<file path="src/qsss_pkg.sv">
// ----------------------------------------------------------------------------
// qsss_pkg - shared types and constants for the gain step search
// Word formats for both channels, search direction codes and fixed limits.
// ----------------------------------------------------------------------------
package qsss_pkg;

    typedef enum logic {
        ACT_START   = 1'b0,
        ACT_MEASURE = 1'b1
    } action_t;

    typedef enum logic [1:0] {
        DIR_NONE = 2'd0,
        DIR_UP   = 2'd1,
        DIR_DOWN = 2'd2,
        DIR_RSVD = 2'd3
    } dir_t;

    localparam logic [2:0]         START_EXPONENT  = 3'd4;
    localparam logic signed [16:0] TOP_BAND_MARGIN = 17'sd20;
    localparam logic [7:0]         GAIN_MAX        = 8'hFF;

    typedef struct packed {
        action_t     action;
        logic [7:0]  start_gain;
        logic [14:0] target_bits;
        logic [14:0] measured_bits;
    } item_t;

    typedef struct packed {
        logic [7:0]  gain;
        logic        done_res;
        logic [14:0] final_bits;
    } result_t;

endpackage

</file>
<file path="src/quantizer_step_size_search_core.sv">
// ----------------------------------------------------------------------------
// quantizer_step_size_search_core - global gain step search
// One search iteration per input word: start words load gain and budget,
// measure words pick the step from threshold ladders and move the gain or end the search.
// ----------------------------------------------------------------------------
// Each word is registered, processed against the search state and lands in
// the result register, from which its result is presented. A new word is
// taken every cycle while the result register is not stalled. The only
// recurrence is the search state update, which completes in the same cycle
// as the result is formed, so consecutive words always see the state left
// by their predecessor. The result register is refilled while a stalled
// result waits only once the downstream side takes it.
module quantizer_step_size_search_core
    import qsss_pkg::*;
(
    input  logic    clk,
    input  logic    rst_n,
    input  logic    item_valid,
    output logic    item_stall,
    input  item_t   item,
    output logic    result_valid,
    input  logic    result_stall,
    output result_t result
);

    logic        in_valid_reg;
    item_t       in_reg;
    logic        res_valid_reg;
    result_t     res_reg;

    logic [14:0]        budget_reg, budget_next;
    logic [7:0]         gain_reg, gain_next;
    logic [2:0]         exp_reg, exp_next;
    dir_t               dir_reg, dir_next;
    logic signed [16:0] best_reg, best_next;
    result_t            res_next;

    logic        advance;
    logic        take;

    logic [14:0]        t, b, excess;
    logic [15:0]        t_x2;
    logic [16:0]        t_x3;
    logic [14:0]        t_34, t_38, t_half, t_quarter;
    logic signed [16:0] t_s, shortfall, t_m20;
    logic               over;
    logic [2:0]         k_up, k_dn, k_sel, exp_dec, exp_new;
    logic [7:0]         step;
    logic [8:0]         up_sum;
    logic               finish;

    // Move the held word on when the result slot is free or being taken.
    assign advance    = !res_valid_reg || !result_stall;
    assign item_stall = in_valid_reg && !advance;
    assign take       = item_valid && !item_stall;

    assign result_valid = res_valid_reg;
    assign result       = res_reg;

    always_comb
    begin
        t         = budget_reg;
        b         = in_reg.measured_bits;
        over      = b > t;
        excess    = b - t;
        t_x2      = {t, 1'b0};
        t_x3      = {2'b00, t} + {1'b0, t, 1'b0};
        t_34      = t_x3[16:2];
        t_38      = {1'b0, t_x3[16:3]};
        t_half    = {1'b0, t[14:1]};
        t_quarter = {2'b00, t[14:2]};
        t_s       = signed'({2'b00, t});
        shortfall = t_s - signed'({2'b00, b});
        t_m20     = t_s - TOP_BAND_MARGIN;

        priority if ({1'b0, excess} >= t_x2) k_up = 3'd4;
        else if (excess >= t)                k_up = 3'd3;
        else if (excess >= t_34)             k_up = 3'd2;
        else if (excess >= t_half)           k_up = 3'd1;
        else                                 k_up = 3'd0;

        priority if (shortfall >= t_m20)                    k_dn = 3'd4;
        else if (shortfall >= signed'({2'b00, t_half}))     k_dn = 3'd3;
        else if (shortfall >= signed'({2'b00, t_38}))       k_dn = 3'd2;
        else if (shortfall >= signed'({2'b00, t_quarter}))  k_dn = 3'd1;
        else                                                k_dn = 3'd0;

        exp_dec = (exp_reg == 3'd0) ? 3'd0 : exp_reg - 3'd1;
        k_sel   = over ? k_up : k_dn;

        // Halve the step on a reversal, else clamp it to the ladder pick.
        if ((over && dir_reg == DIR_DOWN) || (!over && dir_reg == DIR_UP))
            exp_new = exp_dec;
        else
            exp_new = (k_sel < exp_reg) ? k_sel : exp_reg;

        step   = 8'd1 << exp_new;
        up_sum = {1'b0, gain_reg} + {1'b0, step};
        finish = !over && (shortfall == 17'sd0 || shortfall == best_reg
                 || shortfall < signed'({2'b00, t_quarter}));

        budget_next = budget_reg;
        gain_next   = gain_reg;
        exp_next    = exp_reg;
        dir_next    = dir_reg;
        best_next   = best_reg;
        res_next    = '0;

        unique case (in_reg.action)
            ACT_START:
            begin
                budget_next = in_reg.target_bits;
                gain_next   = in_reg.start_gain;
                exp_next    = START_EXPONENT;
                dir_next    = DIR_NONE;
                best_next   = signed'({2'b00, in_reg.target_bits}) - 17'sd1;
                res_next.gain = in_reg.start_gain;
            end
            ACT_MEASURE:
            begin
                exp_next = exp_new;
                if (over)
                begin
                    gain_next = up_sum[8] ? GAIN_MAX : up_sum[7:0];
                    dir_next  = DIR_UP;
                    res_next.gain = gain_next;
                end
                else if (finish)
                begin
                    res_next.gain       = gain_reg;
                    res_next.done_res   = 1'b1;
                    res_next.final_bits = b;
                end
                else
                begin
                    if (shortfall < best_reg)
                        best_next = shortfall;
                    gain_next = (gain_reg < step) ? 8'd0 : gain_reg - step;
                    dir_next  = DIR_DOWN;
                    res_next.gain = gain_next;
                end
            end
            default:
            begin
                res_next = '0;
            end
        endcase
    end

    always_ff @(posedge clk or negedge rst_n)
    begin
        if (!rst_n)
        begin
            in_valid_reg  <= 1'b0;
            res_valid_reg <= 1'b0;
            budget_reg    <= '0;
            gain_reg      <= '0;
            exp_reg       <= START_EXPONENT;
            dir_reg       <= DIR_NONE;
            best_reg      <= '0;
        end
        else
        begin
            if (take)
                in_valid_reg <= 1'b1;
            else if (advance)
                in_valid_reg <= 1'b0;

            if (advance)
                res_valid_reg <= in_valid_reg;

            // Commit the search state only when the word moves on.
            if (advance && in_valid_reg)
            begin
                budget_reg <= budget_next;
                gain_reg   <= gain_next;
                exp_reg    <= exp_next;
                dir_reg    <= dir_next;
                best_reg   <= best_next;
            end
        end
    end

    always_ff @(posedge clk)
    begin
        if (take)
            in_reg <= item;
        if (advance && in_valid_reg)
            res_reg <= res_next;
    end

endmodule
</file>
<file path="config.mk">
export PLATFORM = sky130hd
export DESIGN_NAME = quantizer_step_size_search_core
export DESIGN_NICKNAME = d
export VERILOG_FILES = /design/src/qsss_pkg.sv /design/src/quantizer_step_size_search_core.sv
export SDC_FILE = /design/constraint.sdc
export NUM_CORES = 1
export LEC_CHECK = 0
export ABC_AREA = 1
export ABC_CLOCK_PERIOD_IN_PS = 12700
export BUFFER_PORTS_ARGS = -buffer_cell sky130_fd_sc_hd__buf_2
export CELL_PAD_IN_SITES_DETAIL_PLACEMENT = 1
export CELL_PAD_IN_SITES_GLOBAL_PLACEMENT = 1
export CORE_MARGIN = 5
export CORE_UTILIZATION = 40
export CTS_BUF_LIST = sky130_fd_sc_hd__clkbuf_8 sky130_fd_sc_hd__clkbuf_16
export CTS_CLUSTER_SIZE = 12
export DETAILED_ROUTE_END_ITERATION = 6
export PLACE_DENSITY_LB_ADDON = 0.3
export SETUP_SLACK_MARGIN = 0.2
export SYNTH_ARGS = -nofsm -noshare
export SYNTH_HDL_FRONTEND = slang
export SYNTH_SLANG_ARGS = --single-unit
</file>
<file path="constraint.sdc">
create_clock -name clk -period 12.7 [get_ports clk]
set_clock_uncertainty 0.05 [all_clocks]
set_input_delay 2.54 -clock clk [delete_from_list [all_inputs] [get_ports clk]]
set_output_delay 2.54 -clock clk [all_outputs]
set_load 0.1 [all_outputs]
</file>
==> impl_results.md <==
* WHS Path Cells at 2
* Post-route minimum period at 7870 ps
* Post-placement cell count at 1857
* Status: complete, no violations
* FF-to-FF setup slack at 4830 ps
* First-pass GRT wire length at 57900 um
* Met3 wire length at 1110 um
* WL met2 at 17200 um
* Crit Reg-Reg Startpoint: budget_reg[4]$_DFFE_PN0P_
* Synth Flop Type: edfxtp_1
* CTS tree: built
* Via density at 5.43
* Yosys warns at 0
* Worst setup EP type: flip-flop
* GRT Util Overall at 23.5%
* Clock sink count at 109
* M1 WL at 17400 um
* Antenna-violating nets left at 0
* Leading cell types in the layout, fill and taps excluded: nand2_1 (286), ha_1 (206), inv_1 (198)
* Worst rel slew slack at 33.1%
* Vias at 10165
* Die Width at 177 um
* Multi-input gate area at 0.00716 mm^2
* WP data required at 12750 ps
* Pins Over Slew Limit at 0
* Total Routed Length at 36100 um
* Detailed-route DRC error count at 0
* Vias in the first global route at 10591
* Clk_lat worst skew at 370 ps
* Yosys cell types at 62
* First-pass DRT Iterations at 4
* DIE AREA at 0.0312 mm^2
* # H-tree levels at 3
* Num CTS Buffers at 9
* Max Clock Freq at 127 MHz
* Hold Fails Final Rpt at 0
* Hold_sp: in_valid_reg$_DFFE_PN0P_
* FF+latch area at 0.00304 mm^2
* Crit-path max FO at 8
* Max Used Layer: met4
* Top cells by area, synth: ha_1 (23%), edfxtp_1 (17%), dfrtp_1 (10%), nand2_1 (9.7%), inv_1 (6.7%)
* Setup-failing EPs final at 0
* Initial Util at 40.2%
* RSZ-0062 raised after global routing: false
* ANT cells at 0
* WL/cell at 19.3 um
* Total Neg Setup Slack at 0 ps
* CTS Buffer Depth at 2
* Max Cap Viol at 0
* Nets at 1744
* Hold_buf cts at 0
* Setup bufs post-CTS at 0
* Ratio of cells with drive above 1 in the final layout at 10.1%
* Commonest non-fill, non-tap cell in the layout: nand2_1
* I/O pin total at 69
* DIE HEIGHT at 177 um
* Synth Register Bits at 109
* Post-CTS sizing at 0
* Cell Area, Synth at 0.0111 mm^2
* Min-Delay Endpoint: result_valid$_DFFE_PN0N_
* Synth Area per Inst at 7.80 um^2
* Critical Path AT at 7920 ps
* CTS clk-pin slew, worst paths at 70 ps
* Detailed Route Iter0 Violations at 560
* DP Worst Slack at 4960 ps
* Crit path kind: flip-flop to flip-flop
* Reg2Reg Depth at 37
* Cells after Synth at 1424
* Worst slew pin tran at 1000 ps
* Syn Nets at 1678
* Fin crit share at 62.0%
* Total gr overflow at 0
* GP Congestion at 0.900
* Core region area at 0.0276 mm^2
* EDFF count, synth at 63
* HP Class: flip-flop to flip-flop
* Hold Slack at 447 ps
* Register area share after synthesis at 27.4%
* CP max stage cell: xor2_1
* Area growth, synth to finish at 9.21%
* Ys async rst share at 42.2%
* Top cell type's share of synthesized area at 23.2%
* Worst setup startpoint: budget_reg[4]$_DFFE_PN0P_
* Clock Tree Root: clkbuf_16
* PortBufs at 68
* Setup ws final at 4830 ps
* Synth area leader: ha_1
* CP startpoint kind: flip-flop
* Rows at 61
* Dpl hpwl at 29800 um
* Initial antenna violation count at 0
* Most frequent CP cell: nor2_1
* Largest net degree at the start of global routing at 47
* Fin cells at 1873
* Critical path's largest stage delay at 700 ps
* FF-to-FF End: result[18]$_DFFE_PP_
* Fill count at 3514
## through the flow
step                util [%]  instance area (um^2)
floorplan                  -                 11100
global placement        42.9                 11900
detailed placement      42.9                 11900
CTS                     43.9                 12100
global route            43.9                 12100
finish                  43.9                 12100
## layout make-up
| class | count | area share, % |
|---|---|---|
| tap | 378 | 3.90 |
| clock buffer | 9 | 1.86 |
| multi-input combinational | 1085 | 59.0 |
| inverter | 212 | 6.64 |
| timing repair buffer | 73 | 3.11 |
| sequential | 109 | 25.1 |
| clock inverter | 7 | 0.412 |
## worst max-delay path by stage
stage	end	slack, ps	depth (start not counted)
floorplan	item_stall	6170	2
global placement	gain_reg[2]$_DFFE_PN0P_	5250	38
detailed placement	result[18]$_DFFE_PP_	4960	43
CTS	result[18]$_DFFE_PP_	4910	43
global route	gain_reg[5]$_DFFE_PN0P_	4000	42
finish	result[18]$_DFFE_PP_	4830	37
## per-layer routing
layer / track usage, % / vias up
met5: 0 / -
met4: 4.26 / 0
met3: 1.84 / 26
met2: 40.0 / 155
met1: 33.2 / 5037
li1: - / 4947
## worst max-delay path, delay by kind of cell, from the launching register on
family | cells | cell delay, ps
compound gates | 12 | 2580
simple gates | 17 | 1890
fa+ha+maj | 5 | 1590
xor+xnor | 1 | 700
flops | 1 | 510
buf+inv | 2 | 270
## kinds of logic after synthesis
family / after synthesis / synth area share (%)
buffers and inverters: 230 / 8.24
XOR/XNOR: 50 / 4.01
flip-flops: 109 / 27.4
AND/OR/NAND/NOR: 557 / 22.2
AO/OA/AOI/OAI: 267 / 14.1
adder cells (fa/ha/maj): 211 / 24.1
## synthesized netlist by cell type (3+ instances only)
cell / n
nand4_1: 29
o21bai_1: 8
nand3b_1: 4
a21oi_1: 107
o21ai_0: 72
dfrtp_1: 45
fa_1: 5
nor2_2: 6
xor2_1: 43
o21a_1: 4
a211oi_1: 4
a31oi_1: 10
xnor2_1: 6
o22ai_1: 3
buf_6: 4
nand2_4: 4
nand2_2: 16
nor4_1: 8
o211ai_1: 14
nor2_4: 3
buf_4: 3
clkbuf_1: 10
nand3_1: 61
a21oi_2: 3
or2_1: 3
nand2_1: 286
nor3_1: 13
o221ai_1: 3
nor2_1: 116
inv_2: 11
inv_1: 198
edfxtp_1: 63
o21ai_1: 14
ha_1: 206
Power is not shown: default switching activity piles up to over one toggle a cycle in this logic, so the estimate is an artifact.
